### src/sv/ebmm_pkg.sv
// Package for the energy burst mean marker: field widths, register
// indexes, reset values and the control/status structs.
// No dependencies.
package ebmm_pkg;

    // Field widths
    localparam int ENERGY_W   = 32;
    localparam int MARKER_W   = 32;
    localparam int THR_W      = 32;
    localparam int MIN_RUN_W  = 6;
    localparam int MAX_RUN_W  = 7;
    localparam int CFG_DATA_W = 32;
    localparam int CFG_IDX_W  = 2;

    // Register indexes
    localparam logic [CFG_IDX_W-1:0] REG_THRESHOLD = 2'd0;
    localparam logic [CFG_IDX_W-1:0] REG_MIN_RUN   = 2'd1;
    localparam logic [CFG_IDX_W-1:0] REG_MAX_RUN   = 2'd2;

    // Register reset values
    localparam logic [THR_W-1:0]     THRESHOLD_RST = 32'd200000;
    localparam logic [MIN_RUN_W-1:0] MIN_RUN_RST   = 6'd3;
    localparam logic [MAX_RUN_W-1:0] MAX_RUN_RST   = 7'd50;

    // Longest run the block tracks
    localparam int MAX_RUN_LIMIT_DEF = 64;

    // Controller to datapath
    typedef struct packed {
        logic load;   // input transaction taken
        logic pop;    // output transaction taken
    } ebmm_cmd_t;

    // Datapath to controller
    typedef struct packed {
        logic need_div;   // accepted item needs the run mean
        logic has_result; // accepted item produces at least one result
        logic div_done;   // quotient ready
        logic last;       // current result is the final one
    } ebmm_status_t;

endpackage

### src/sv/ebmm_if.sv
// Valid/ready channel interfaces for samples in and markers out.
// Depends on ebmm_pkg.
interface ebmm_sample_if;
    logic                          valid;
    logic                          ready;
    logic [ebmm_pkg::ENERGY_W-1:0] energy;
    logic                          flush;

    modport source (output valid, output energy, output flush, input ready);
    modport sink   (input valid, input energy, input flush, output ready);
endinterface

interface ebmm_marker_if;
    logic                          valid;
    logic                          ready;
    logic [ebmm_pkg::MARKER_W-1:0] marker;
    logic                          last;

    modport source (output valid, output marker, output last, input ready);
    modport sink   (input valid, input marker, input last, output ready);
endinterface

### src/sv/ebmm_div.sv
// Restoring divider, one quotient bit per cycle.
// Standalone; used by ebmm_datapath for the run mean.
module ebmm_div #(
    parameter int DIVIDEND_W = 38,
    parameter int DIVISOR_W  = 7
) (
    input  logic                  clk,
    input  logic                  rst_n,
    input  logic                  start,
    input  logic [DIVIDEND_W-1:0] dividend,
    input  logic [DIVISOR_W-1:0]  divisor,
    output logic [DIVIDEND_W-1:0] quotient,
    output logic                  done
);

    localparam int STEP_W = $clog2(DIVIDEND_W);

    logic                  busy_reg, busy_next;
    logic                  done_reg, done_next;
    logic [STEP_W-1:0]     step_reg, step_next;
    logic [DIVIDEND_W-1:0] quo_reg, quo_next;
    logic [DIVISOR_W-1:0]  rem_reg, rem_next;
    logic [DIVISOR_W-1:0]  div_reg, div_next;
    logic [DIVISOR_W:0]    shifted;
    logic                  fits;

    // One shift/subtract step
    always_comb
    begin
        shifted   = {rem_reg, quo_reg[DIVIDEND_W-1]};
        fits      = shifted >= {1'b0, div_reg};
        busy_next = busy_reg;
        done_next = 1'b0;
        step_next = step_reg;
        quo_next  = quo_reg;
        rem_next  = rem_reg;
        div_next  = div_reg;
        if (start)
        begin
            busy_next = 1'b1;
            step_next = STEP_W'(DIVIDEND_W - 1);
            quo_next  = dividend;
            rem_next  = '0;
            div_next  = divisor;
        end
        else if (busy_reg)
        begin
            quo_next = {quo_reg[DIVIDEND_W-2:0], fits};
            rem_next = fits ? DIVISOR_W'(shifted - {1'b0, div_reg})
                            : DIVISOR_W'(shifted);
            if (step_reg == '0)
            begin
                busy_next = 1'b0;
                done_next = 1'b1;
            end
            else
            begin
                step_next = step_reg - 1'b1;
            end
        end
    end

    // Control
    always_ff @(posedge clk or negedge rst_n)
    begin
        if (!rst_n)
        begin
            busy_reg <= 1'b0;
            done_reg <= 1'b0;
            step_reg <= '0;
        end
        else
        begin
            busy_reg <= busy_next;
            done_reg <= done_next;
            step_reg <= step_next;
        end
    end

    // Operands
    always_ff @(posedge clk)
    begin
        quo_reg <= quo_next;
        rem_reg <= rem_next;
        div_reg <= div_next;
    end

    assign quotient = quo_reg;
    assign done     = done_reg;

endmodule

### src/sv/ebmm_datapath.sv
// Datapath: configuration registers, run state, result counters, mean divider.
// Depends on ebmm_pkg and ebmm_div.
module ebmm_datapath #(
    parameter int MAX_RUN_LIMIT = ebmm_pkg::MAX_RUN_LIMIT_DEF
) (
    input  logic                            clk,
    input  logic                            rst_n,
    input  logic                            cfg_we,
    input  logic [ebmm_pkg::CFG_IDX_W-1:0]  cfg_index,
    input  logic [ebmm_pkg::CFG_DATA_W-1:0] cfg_data,
    input  logic [ebmm_pkg::ENERGY_W-1:0]   energy,
    input  logic                            flush,
    input  ebmm_pkg::ebmm_cmd_t             cmd,
    output ebmm_pkg::ebmm_status_t          status,
    output logic [ebmm_pkg::MARKER_W-1:0]   marker,
    output logic                            last
);
    import ebmm_pkg::*;

    localparam int LEN_W = $clog2(MAX_RUN_LIMIT + 1);
    localparam int TOT_W = ENERGY_W + $clog2(MAX_RUN_LIMIT);
    localparam int CNT_W = $clog2(MAX_RUN_LIMIT + 2);

    // Configuration
    logic [THR_W-1:0]     thr_reg;
    logic [MIN_RUN_W-1:0] min_reg;
    logic [MAX_RUN_W-1:0] max_reg;

    always_ff @(posedge clk or negedge rst_n)
    begin
        if (!rst_n)
        begin
            thr_reg <= THRESHOLD_RST;
            min_reg <= MIN_RUN_RST;
            max_reg <= MAX_RUN_RST;
        end
        else if (cfg_we)
        begin
            unique case (cfg_index)
                REG_THRESHOLD: thr_reg <= cfg_data[THR_W-1:0];
                REG_MIN_RUN:   min_reg <= cfg_data[MIN_RUN_W-1:0];
                REG_MAX_RUN:   max_reg <= cfg_data[MAX_RUN_W-1:0];
                default:       ;
            endcase
        end
    end

    // Run state
    logic [LEN_W-1:0] len_reg, len_next;
    logic [TOT_W-1:0] tot_reg, tot_next;
    logic             long_reg, long_next;

    // Result bookkeeping
    logic [CNT_W-1:0]    mean_cnt_reg;
    logic [CNT_W-1:0]    rem_reg;
    logic [MARKER_W-1:0] mean_reg;

    logic [MAX_RUN_W-1:0] eff_max;
    logic [MAX_RUN_W-1:0] len_cmp;
    logic [MAX_RUN_W-1:0] inc_cmp;
    logic [LEN_W-1:0]     len_inc;
    logic [TOT_W-1:0]     tot_inc;
    logic                 above;
    logic                 pending;
    logic                 qualify;
    logic [LEN_W-1:0]     plan_cnt;
    logic                 plan_extra;
    logic                 plan_div;

    logic [TOT_W-1:0]     quotient;
    logic                 div_done;

    // Plan for the item on the input
    always_comb
    begin
        eff_max = (max_reg > MAX_RUN_W'(MAX_RUN_LIMIT)) ? MAX_RUN_W'(MAX_RUN_LIMIT)
                                                        : max_reg;
        len_cmp = MAX_RUN_W'(len_reg);
        len_inc = len_reg + 1'b1;
        inc_cmp = MAX_RUN_W'(len_inc);
        tot_inc = tot_reg + TOT_W'(energy);
        above   = energy > thr_reg;
        pending = !long_reg && (len_reg != '0);
        qualify = (len_cmp > MAX_RUN_W'(min_reg)) && (len_cmp < eff_max);

        plan_cnt   = '0;
        plan_extra = 1'b0;
        plan_div   = 1'b0;
        len_next   = len_reg;
        tot_next   = tot_reg;
        long_next  = long_reg;

        priority if (flush || !above)
        begin
            // run closes: release pending samples, one zero for a quiet sample
            plan_cnt   = pending ? len_reg : '0;
            plan_div   = pending && qualify;
            plan_extra = !flush;
            len_next   = '0;
            tot_next   = '0;
            long_next  = 1'b0;
        end
        else if (long_reg)
        begin
            plan_extra = 1'b1;
        end
        else
        begin
            len_next = len_inc;
            tot_next = tot_inc;
            if (inc_cmp >= eff_max)
            begin
                // run hit the maximum: all its samples get zero now
                plan_cnt  = len_inc;
                long_next = 1'b1;
                tot_next  = '0;
            end
        end
    end

    always_ff @(posedge clk or negedge rst_n)
    begin
        if (!rst_n)
        begin
            len_reg  <= '0;
            tot_reg  <= '0;
            long_reg <= 1'b0;
        end
        else if (cmd.load)
        begin
            len_reg  <= len_next;
            tot_reg  <= tot_next;
            long_reg <= long_next;
        end
    end

    // Mean of the closing run
    ebmm_div #(
        .DIVIDEND_W (TOT_W),
        .DIVISOR_W  (LEN_W)
    ) u_div (
        .clk      (clk),
        .rst_n    (rst_n),
        .start    (cmd.load && plan_div),
        .dividend (tot_reg),
        .divisor  (len_reg),
        .quotient (quotient),
        .done     (div_done)
    );

    // Result counters
    always_ff @(posedge clk or negedge rst_n)
    begin
        if (!rst_n)
        begin
            mean_cnt_reg <= '0;
            rem_reg      <= '0;
        end
        else if (cmd.load)
        begin
            mean_cnt_reg <= CNT_W'(plan_cnt);
            rem_reg      <= CNT_W'(plan_cnt) + CNT_W'(plan_extra);
        end
        else if (cmd.pop)
        begin
            rem_reg <= rem_reg - 1'b1;
            if (mean_cnt_reg != '0)
            begin
                mean_cnt_reg <= mean_cnt_reg - 1'b1;
            end
        end
    end

    // Mean value; zero unless the run qualified
    always_ff @(posedge clk)
    begin
        if (cmd.load)
        begin
            mean_reg <= '0;
        end
        else if (div_done)
        begin
            mean_reg <= quotient[MARKER_W-1:0];
        end
    end

    assign marker = (mean_cnt_reg != '0) ? mean_reg : '0;
    assign last   = (rem_reg == CNT_W'(1));

    assign status.need_div   = plan_div;
    assign status.has_result = (plan_cnt != '0) || plan_extra;
    assign status.div_done   = div_done;
    assign status.last       = last;

endmodule

### src/sv/ebmm_ctrl.sv
// Controller: accepts one item, waits for the mean if needed, then
// drains its results. Depends on ebmm_pkg.
module ebmm_ctrl (
    input  logic                   clk,
    input  logic                   rst_n,
    input  logic                   in_valid,
    output logic                   in_ready,
    output logic                   out_valid,
    input  logic                   out_ready,
    input  ebmm_pkg::ebmm_status_t status,
    output ebmm_pkg::ebmm_cmd_t    cmd
);
    import ebmm_pkg::*;

    localparam logic [1:0] S_IDLE = 2'd0;
    localparam logic [1:0] S_DIV  = 2'd1;
    localparam logic [1:0] S_EMIT = 2'd2;

    logic [1:0] state_reg, state_next;

    assign in_ready  = (state_reg == S_IDLE);
    assign out_valid = (state_reg == S_EMIT);
    assign cmd.load  = in_valid && in_ready;
    assign cmd.pop   = out_valid && out_ready;

    // Next state
    always_comb
    begin
        state_next = state_reg;
        unique case (state_reg)
            S_IDLE:
            begin
                if (cmd.load)
                begin
                    priority if (status.need_div)
                        state_next = S_DIV;
                    else if (status.has_result)
                        state_next = S_EMIT;
                    else
                        state_next = S_IDLE;
                end
            end
            S_DIV:
            begin
                if (status.div_done)
                    state_next = S_EMIT;
            end
            S_EMIT:
            begin
                if (cmd.pop && status.last)
                    state_next = S_IDLE;
            end
            default:
            begin
                state_next = S_IDLE;
            end
        endcase
    end

    always_ff @(posedge clk or negedge rst_n)
    begin
        if (!rst_n)
        begin
            state_reg <= S_IDLE;
        end
        else
        begin
            state_reg <= state_next;
        end
    end

endmodule

### src/sv/energy_burst_mean_marker.sv
// Energy burst mean marker: top level joining controller and datapath.
// Depends on ebmm_pkg, ebmm_if, ebmm_ctrl and ebmm_datapath.
//
// One sample is handled at a time. A sample that causes no result leaves the
// block ready for the next one; a sample that causes results gives them out
// one per cycle (up to MAX_RUN_LIMIT results) while the output is ready. When
// a run that qualifies closes, its mean comes from a restoring divider that
// produces one quotient bit per cycle over the run sum, and the first result
// waits for it. Results for a run are held until the run closes (a quiet
// sample or a flush) or reaches the maximum length; a flush yields no result
// of its own.
module energy_burst_mean_marker #(
    parameter int MAX_RUN_LIMIT = ebmm_pkg::MAX_RUN_LIMIT_DEF
) (
    input  logic                            clk,
    input  logic                            rst_n,
    ebmm_sample_if.sink                     samples,
    ebmm_marker_if.source                   markers,
    input  logic                            cfg_we,
    input  logic [ebmm_pkg::CFG_IDX_W-1:0]  cfg_index,
    input  logic [ebmm_pkg::CFG_DATA_W-1:0] cfg_data
);
    import ebmm_pkg::*;

    ebmm_cmd_t    cmd;
    ebmm_status_t status;

    ebmm_ctrl u_ctrl (
        .clk       (clk),
        .rst_n     (rst_n),
        .in_valid  (samples.valid),
        .in_ready  (samples.ready),
        .out_valid (markers.valid),
        .out_ready (markers.ready),
        .status    (status),
        .cmd       (cmd)
    );

    ebmm_datapath #(
        .MAX_RUN_LIMIT (MAX_RUN_LIMIT)
    ) u_datapath (
        .clk       (clk),
        .rst_n     (rst_n),
        .cfg_we    (cfg_we),
        .cfg_index (cfg_index),
        .cfg_data  (cfg_data),
        .energy    (samples.energy),
        .flush     (samples.flush),
        .cmd       (cmd),
        .status    (status),
        .marker    (markers.marker),
        .last      (markers.last)
    );

endmodule

### src/flat_wrapper.sv
// flat-port wrapper written by rule: the top's interface ports become plain ports
module energy_burst_mean_marker_flat import ebmm_pkg::*;
#(
    parameter int MAX_RUN_LIMIT = ebmm_pkg::MAX_RUN_LIMIT_DEF
)
  (clk, rst_n, cfg_we, cfg_index, cfg_data, samples_valid, samples_energy, samples_flush, samples_ready, markers_valid, markers_marker, markers_last, markers_ready);
  ebmm_sample_if samples_i ();
  ebmm_marker_if markers_i ();
  input  logic clk;
  input  logic rst_n;
  input  logic cfg_we;
  input  logic [ebmm_pkg::CFG_IDX_W-1:0] cfg_index;
  input  logic [ebmm_pkg::CFG_DATA_W-1:0] cfg_data;
  input wire logic [$bits(samples_i.valid)-1:0] samples_valid;
  input wire logic [$bits(samples_i.energy)-1:0] samples_energy;
  input wire logic [$bits(samples_i.flush)-1:0] samples_flush;
  output wire logic [$bits(samples_i.ready)-1:0] samples_ready;
  output wire logic [$bits(markers_i.valid)-1:0] markers_valid;
  output wire logic [$bits(markers_i.marker)-1:0] markers_marker;
  output wire logic [$bits(markers_i.last)-1:0] markers_last;
  input wire logic [$bits(markers_i.ready)-1:0] markers_ready;
  assign samples_i.valid = samples_valid;
  assign samples_i.energy = samples_energy;
  assign samples_i.flush = samples_flush;
  assign samples_ready = samples_i.ready;
  assign markers_valid = markers_i.valid;
  assign markers_marker = markers_i.marker;
  assign markers_last = markers_i.last;
  assign markers_i.ready = markers_ready;
  energy_burst_mean_marker #(.MAX_RUN_LIMIT(MAX_RUN_LIMIT)) u_core (.clk(clk), .rst_n(rst_n), .samples(samples_i), .markers(markers_i), .cfg_we(cfg_we), .cfg_index(cfg_index), .cfg_data(cfg_data));
endmodule
### config.mk
export PLATFORM = sky130hd
export DESIGN_NAME = energy_burst_mean_marker_flat
export DESIGN_NICKNAME = d
export VERILOG_FILES = /design/src/sv/ebmm_pkg.sv /design/src/sv/ebmm_if.sv /design/src/sv/ebmm_div.sv /design/src/sv/ebmm_datapath.sv /design/src/sv/ebmm_ctrl.sv /design/src/sv/energy_burst_mean_marker.sv /design/src/flat_wrapper.sv
export SDC_FILE = /design/constraint.sdc
export NUM_CORES = 1
export LEC_CHECK = 0
export BUFFER_PORTS_ARGS = -buffer_cell sky130_fd_sc_hd__buf_2
export CAP_MARGIN = 10
export CORE_MARGIN = 3
export CORE_UTILIZATION = 60
export DETAILED_ROUTE_END_ITERATION = 6
export GPL_ROUTABILITY_DRIVEN = 0
export PLACE_DENSITY = 0.8
export SLEW_MARGIN = 20
export SYNTH_ARGS = -nofsm -noshare
export SYNTH_HDL_FRONTEND = slang
export SYNTH_SLANG_ARGS = --single-unit
### constraint.sdc
create_clock -name clk -period 5.2 [get_ports clk]
set_clock_uncertainty 0.2 [all_clocks]
set_input_delay 1.3 -clock clk [delete_from_list [all_inputs] [get_ports clk]]
set_output_delay 1.3 -clock clk [all_outputs]
set_load 0.01 [all_outputs]
# ---- Yosys cells after proc, flatten, opt, wreduce, memory -nomap -nowiden
# Index checks and enable logic that the tools add are counted.
dict set report op_classes {
  addsub 7
  order_cmp 6
  n_eq_ne 10
  n_mux 40
  reduce_logical 28
}
# operator count
set op_table {}
lappend op_table {{$mux W38} 5}
lappend op_table {{$mux W7} 13}
lappend op_table {{$add A38 B32 Y38} 1}
lappend op_table {{$gt A32 B32 Y1} 1}
lappend op_table {{$mux W32} 1}
lappend op_table {{$reduce_bool A7 Y1} 3}
lappend op_table {{$mux W6} 3}
lappend op_table {{$sub A7 B1 Y7 const B} 2}
lappend op_table {{$mux W1} 12}
lappend op_table {{$reduce_and A2 Y1} 6}
lappend op_table {{$mux W2} 5}
lappend op_table {{$ge A8 B7 Y1} 1}
lappend op_table {{$add A7 B1 Y7} 1}
lappend op_table {{$add A7 B1 Y7 const B} 1}
lappend op_table {{$eq A7 B1 Y1 const B} 1}
lappend op_table {{$ge A7 B7 Y1} 1}
lappend op_table {{$gt A7 B6 Y1} 1}
lappend op_table {{$gt A7 B7 Y1 const B} 1}
lappend op_table {{$logic_and A1 B1 Y1} 7}
lappend op_table {{$lt A7 B7 Y1} 1}
lappend op_table {{$sub A7 B7 Y7} 1}
lappend op_table {{$logic_not A6 Y1} 1}
lappend op_table {{$ne A2 B1 Y1 const B} 3}
lappend op_table {{$pmux W2 S3} 1}
lappend op_table {{9 further kinds} 18}
dict set report word_totals {
  register_bits 199
  output_inout_bits 35
  elab_cells 107
}

# ---- Longest topological paths before layout
dict set report logic_depth {
  ltp_word 12
  depth_mapped 17
  mapped_depth_nobuf 16
}

# ---- Hierarchy
# A second synthesis with hierarchy kept.
dict set report unflattened {
  cells_unflattened 1223
  hier_area_um2 12208.0
}
# module instances cells_per_inst area_per_inst_um2
set modules_own_cells {}
lappend modules_own_cells {ebmm_datapath 1 975 9018.6}
lappend modules_own_cells {ebmm_div 1 234 3062.9}
lappend modules_own_cells {ebmm_ctrl 1 14 126.4}

# ---- Least setup slack after synthesis
# No wires, ideal clock.
dict set report synth_path {
  kind {input -> register}
  start {input samples_energy[7]}
  end {register u_core.u_datapath.u_div.quo_reg[0] (netlist: u_core.u_datapath.u_div.quotient[0]), enable pin}
  setup_time_ps 401
  arrival_ps 4043
  setup_slack_ps 555
  cell_stages 12
  n_path_buf 3
  cell_sequence {ha_1 > nand2_1 > o21ai_1 > a221oi_2 > o211ai_2 > a211o_1 > buf_6 > nand2_4 > nand4_1 > buf_4 > buf_6 > nand2b_1}
}
dict set report synth_via {
  elab_chain_len 6
}
# element line_no
set synth_lines {}
lappend synth_lines {{from (decl)} flat_wrapper.sv:15} ;# input wire logic [$bits(samples_i.energy)-1:0] samples_energy;
lappend synth_lines {{$gt A32 B32 Y1} ebmm_datapath.sv:82} ;# above = energy > thr_reg;
lappend synth_lines {{$logic_not A1 Y1} ebmm_datapath.sv:93} ;# priority if (flush || !above)
lappend synth_lines {{$logic_or A1 B1 Y1} ebmm_datapath.sv:93}
lappend synth_lines {{$mux W1} ebmm_datapath.sv:93}
lappend synth_lines {{$logic_and A1 B1 Y1} ebmm_datapath.sv:144} ;# .start (cmd.load && plan_div),
lappend synth_lines {{$reduce_bool A2 Y1 (no line)} -}
lappend synth_lines {{to (signal assigned)} ebmm_div.sv:83} ;# quo_reg <= quo_next;
lappend synth_lines {{to (decl)} ebmm_div.sv:21} ;# logic [DIVIDEND_W-1:0] quo_reg, quo_next;
# Every way passes these cells.
# A chain may end at the register's enable or synchronous reset.

# ---- Final worst setup path
dict set report layout_path {
  start {input samples_energy[7]}
  end {register u_core.u_datapath.rem_reg[4]}
}
dict set report layout_via {
  elab_chain_len 6
}
# element line_no
set layout_lines {}
lappend layout_lines {{$gt A32 B32 Y1 (*)} ebmm_datapath.sv:82}
lappend layout_lines {{$logic_not A1 Y1 (*)} ebmm_datapath.sv:93}
lappend layout_lines {{$logic_or A1 B1 Y1 (*)} ebmm_datapath.sv:93}
lappend layout_lines {{$mux W7 / $mux W1 (equally long branches)} ebmm_datapath.sv:93}
lappend layout_lines {{$add A7 B1 Y7 (*)} ebmm_datapath.sv:162} ;# rem_reg <= CNT_W'(plan_cnt) + CNT_W'(plan_extra);
lappend layout_lines {{$mux W7 (*)} ebmm_datapath.sv:159} ;# else if (cmd.load)
lappend layout_lines {{to (signal assigned)} ebmm_datapath.sv:162}
lappend layout_lines {{to (signal assigned)} ebmm_datapath.sv:166} ;# rem_reg <= rem_reg - 1'b1;
lappend layout_lines {{to (decl)} ebmm_datapath.sv:55} ;# logic [CNT_W-1:0] rem_reg;
# Mark *: on every way between the ends. The rest lies on a longest branch, timed or not.

==> metrics.txt <==
GRT overflow=0; Synth cell types=81; Clock transition at path regs=0.07 ns; Area growth syn-to-layout=12.5%; Tot GR Track Use=0.264; core box area=19000 um^2; Netlist Area Pre-Place=11800 um^2; sequential area share after synthesis=0.427; Leak=5.87 nW; Post-Synth Adder-Cell Area=0.111; DRC=0; Setup crit start=samples_energy[7]; Avg WL per Cell=17.9 um; Routed Antenna Nets=0; # fillers=1460; port bufs=106; Die Span X=146 um; WS Path Type=primary input to flop; WP data required=5.34 ns; Worst setup EP type=flop; vias in the first global route=9409; Final Non-Filler Cells=1573; simple logic cell fraction of the synthesized area=0.155; Reg2Reg Launch Point=u_core.u_datapath.len_cmp[2]; global-route wire length before repair=46200 um; CTS Buffer Depth=2; Ys Warns=0; Resize count post-CTS=0; xor/xnor cell area share of the yosys netlist=0.0379; Synth Net Count=1378; Worst Max-Slew Pin Slew=1.11 ns; Placed Instances=1541; 1st-pass router iterations=5; top cells by area, synth=dfrtp_1 (22%), edfxtp_1 (11%), ha_1 (11%); Crit path arrival time=4.60 ns; Yosys top cell by area=dfrtp_1; Seq cells post-synth=199; Synth top area share=0.221; share of cells above drive strength 1=0.178; Mean Syn Cell Area=9.79 um^2; clk sink count=199; final net count=1475; clock root buffer=clkbuf_16; initial antenna violation count=0; clk_lat worst skew=0.44 ns; RSZ-0062 raised after global routing=false; Cells after Synth=1203; Die Span Y=146 um; post-route cell area=13300 um^2; CTS tree=done; Slew Viols, Final=0; Synth Area in Compound Gates=0.152; Hold Path Class=flop to flop; initial core utilization=0.619; n_diodes=0; Post-DP HPWL=20200 um; Post-CTS Setup Bufs=0; Relative slew margins=0.259; Post-Place Cell Area=12600 um^2; highest clock rate=224 MHz; final setup violation count=0; I/O pins=107; CP Max Fanout=8; Num CTS Buffers=17; Synth Flop Type=dfrtp_1; PwrDens=268 nW/um^2; status=completed; Post-Route WL=28100 um; DR vias/cell=5.96; Setup TNS Final=0 ns; Post-synth ARST share=0.578; largest net degree at the start of global routing=64; Vias=9382; Final Total Pwr=3.55 mW; largest family of logic cells by synthesized area=simple AND/OR/NAND/NOR gates; CP Launch Type=primary input; hold_sp=u_core.u_datapath.u_div.rem_reg[6]; detailed router's first-iteration violation count=702; Final Hold Fails=0; hold bufs inserted after CTS=0; Die ar.=21300 um^2; EDFF count, synth=45; Final min period=4.45 ns; maxcap violations=0; crit share post-route=0.857; H-tree lvl count=4; Site Rows=50; worst IR drop on VDD=0.223 mV; mux share of post-synthesis cell area=0.0766
## worst paths after layout
path	endpoint	slack, ns	cells after the start
min in group asynchronous	u_core.u_datapath.thr_reg[13]	0.77	1
worst max-delay path	u_core.u_datapath.rem_reg[4]	0.75	14
worst min-delay path	u_core.u_datapath.u_div.rem_reg[6]	0.27	2
max in group asynchronous	u_core.u_datapath.tot_reg[31]	3.24	2
worst max register to register	u_core.u_datapath.rem_reg[4]	0.81	16
worst min register to register	u_core.u_datapath.u_div.rem_reg[6]	0.27	2
## stage by stage
stage | worst slack, ns | hold WS (ns) | util
finish | 0.745 | 0.274 | 0.697
global route | 0.486 | 0.303 | 0.697
CTS | 0.825 | 0.279 | 0.697
floorplan | 0.555 | 0.246 | -
detailed placement | 0.390 | 0.269 | 0.662
global placement | 0.538 | 0.263 | 0.662
## logic make-up after synthesis
family | after synthesis
adders and majority gates | 103
DFF | 199
and+or+nand+nor | 368
AOI/OAI and AO/OA | 278
muxes | 84
buffers and inverters | 120
xor gates and xnor gates | 51
## cell usage after synthesis (35+ instances only)
| cell type | number |
|---|---|
| nor2_1 | 84 |
| mux2_2 | 41 |
| nand2_1 | 120 |
| inv_1 | 78 |
| edfxtp_1 | 45 |
| a21oi_1 | 56 |
| mux2i_1 | 35 |
| dfrtp_1 | 104 |
| ha_1 | 101 |
| dfxtp_1 | 39 |
| and2_1 | 35 |
| o21ai_0 | 105 |
## layout by cell type (no fill, tap or decap), drive strengths merged, types with 13 or more instances in the layout
cell	instances
xor2	21
mux2	49
and2	37
a21oi	57
o211ai	13
nand2	121
o21ai	111
nand4	19
o21a	13
xnor2	30
inv	83
nor2b	13
a211oi	13
clkbuf	18
dfxtp	39
edfxtp	45
a21o	16
ha	101
mux2i	35
nand3	30
dfrtp	104
nor2	85
buf	120
## worst max-delay path, cell delays in order
cell	delay (ns)
buf_2	0.11
ha_1	0.30
nand2_1	0.15
o21ai_1	0.12
a221oi_2	0.35
o211ai_2	0.16
a211oi_2	0.55
nor2_1	0.25
a21oi_1	0.25
ha_1	0.21
ha_1	0.18
a21boi_1	0.30
a211oi_1	0.13
a211oi_1	0.24
## where the power goes
group          internal (mW)  switching [mW]  leakage (nW)  total, mW
clock                  0.834           0.623         0.314       1.46
combinational          0.164           0.251          3.38      0.415
sequential              1.66          0.0246          2.18       1.68
## final cells by class
type | instances | area, um^2 | share of cell area
clock buffers | 18 | 439 | 0.0331
flip-flops and latches | 199 | 5020 | 0.379
repair buffers | 120 | 663 | 0.0500
clock inverters | 14 | 214 | 0.0161
well taps | 260 | 325 | 0.0246
multi-input cells | 884 | 6290 | 0.475
inverters | 78 | 293 | 0.0221
## metal layers
layer,track usage,wire length (um),vias to the layer above
li1,-,-,4481
met1,0.349,12100,4534
met2,0.446,13800,315
met3,0.0456,1630,52
met4,0.0884,629,0
met5,0,0,-
Power figures use the tool's default switching activity.
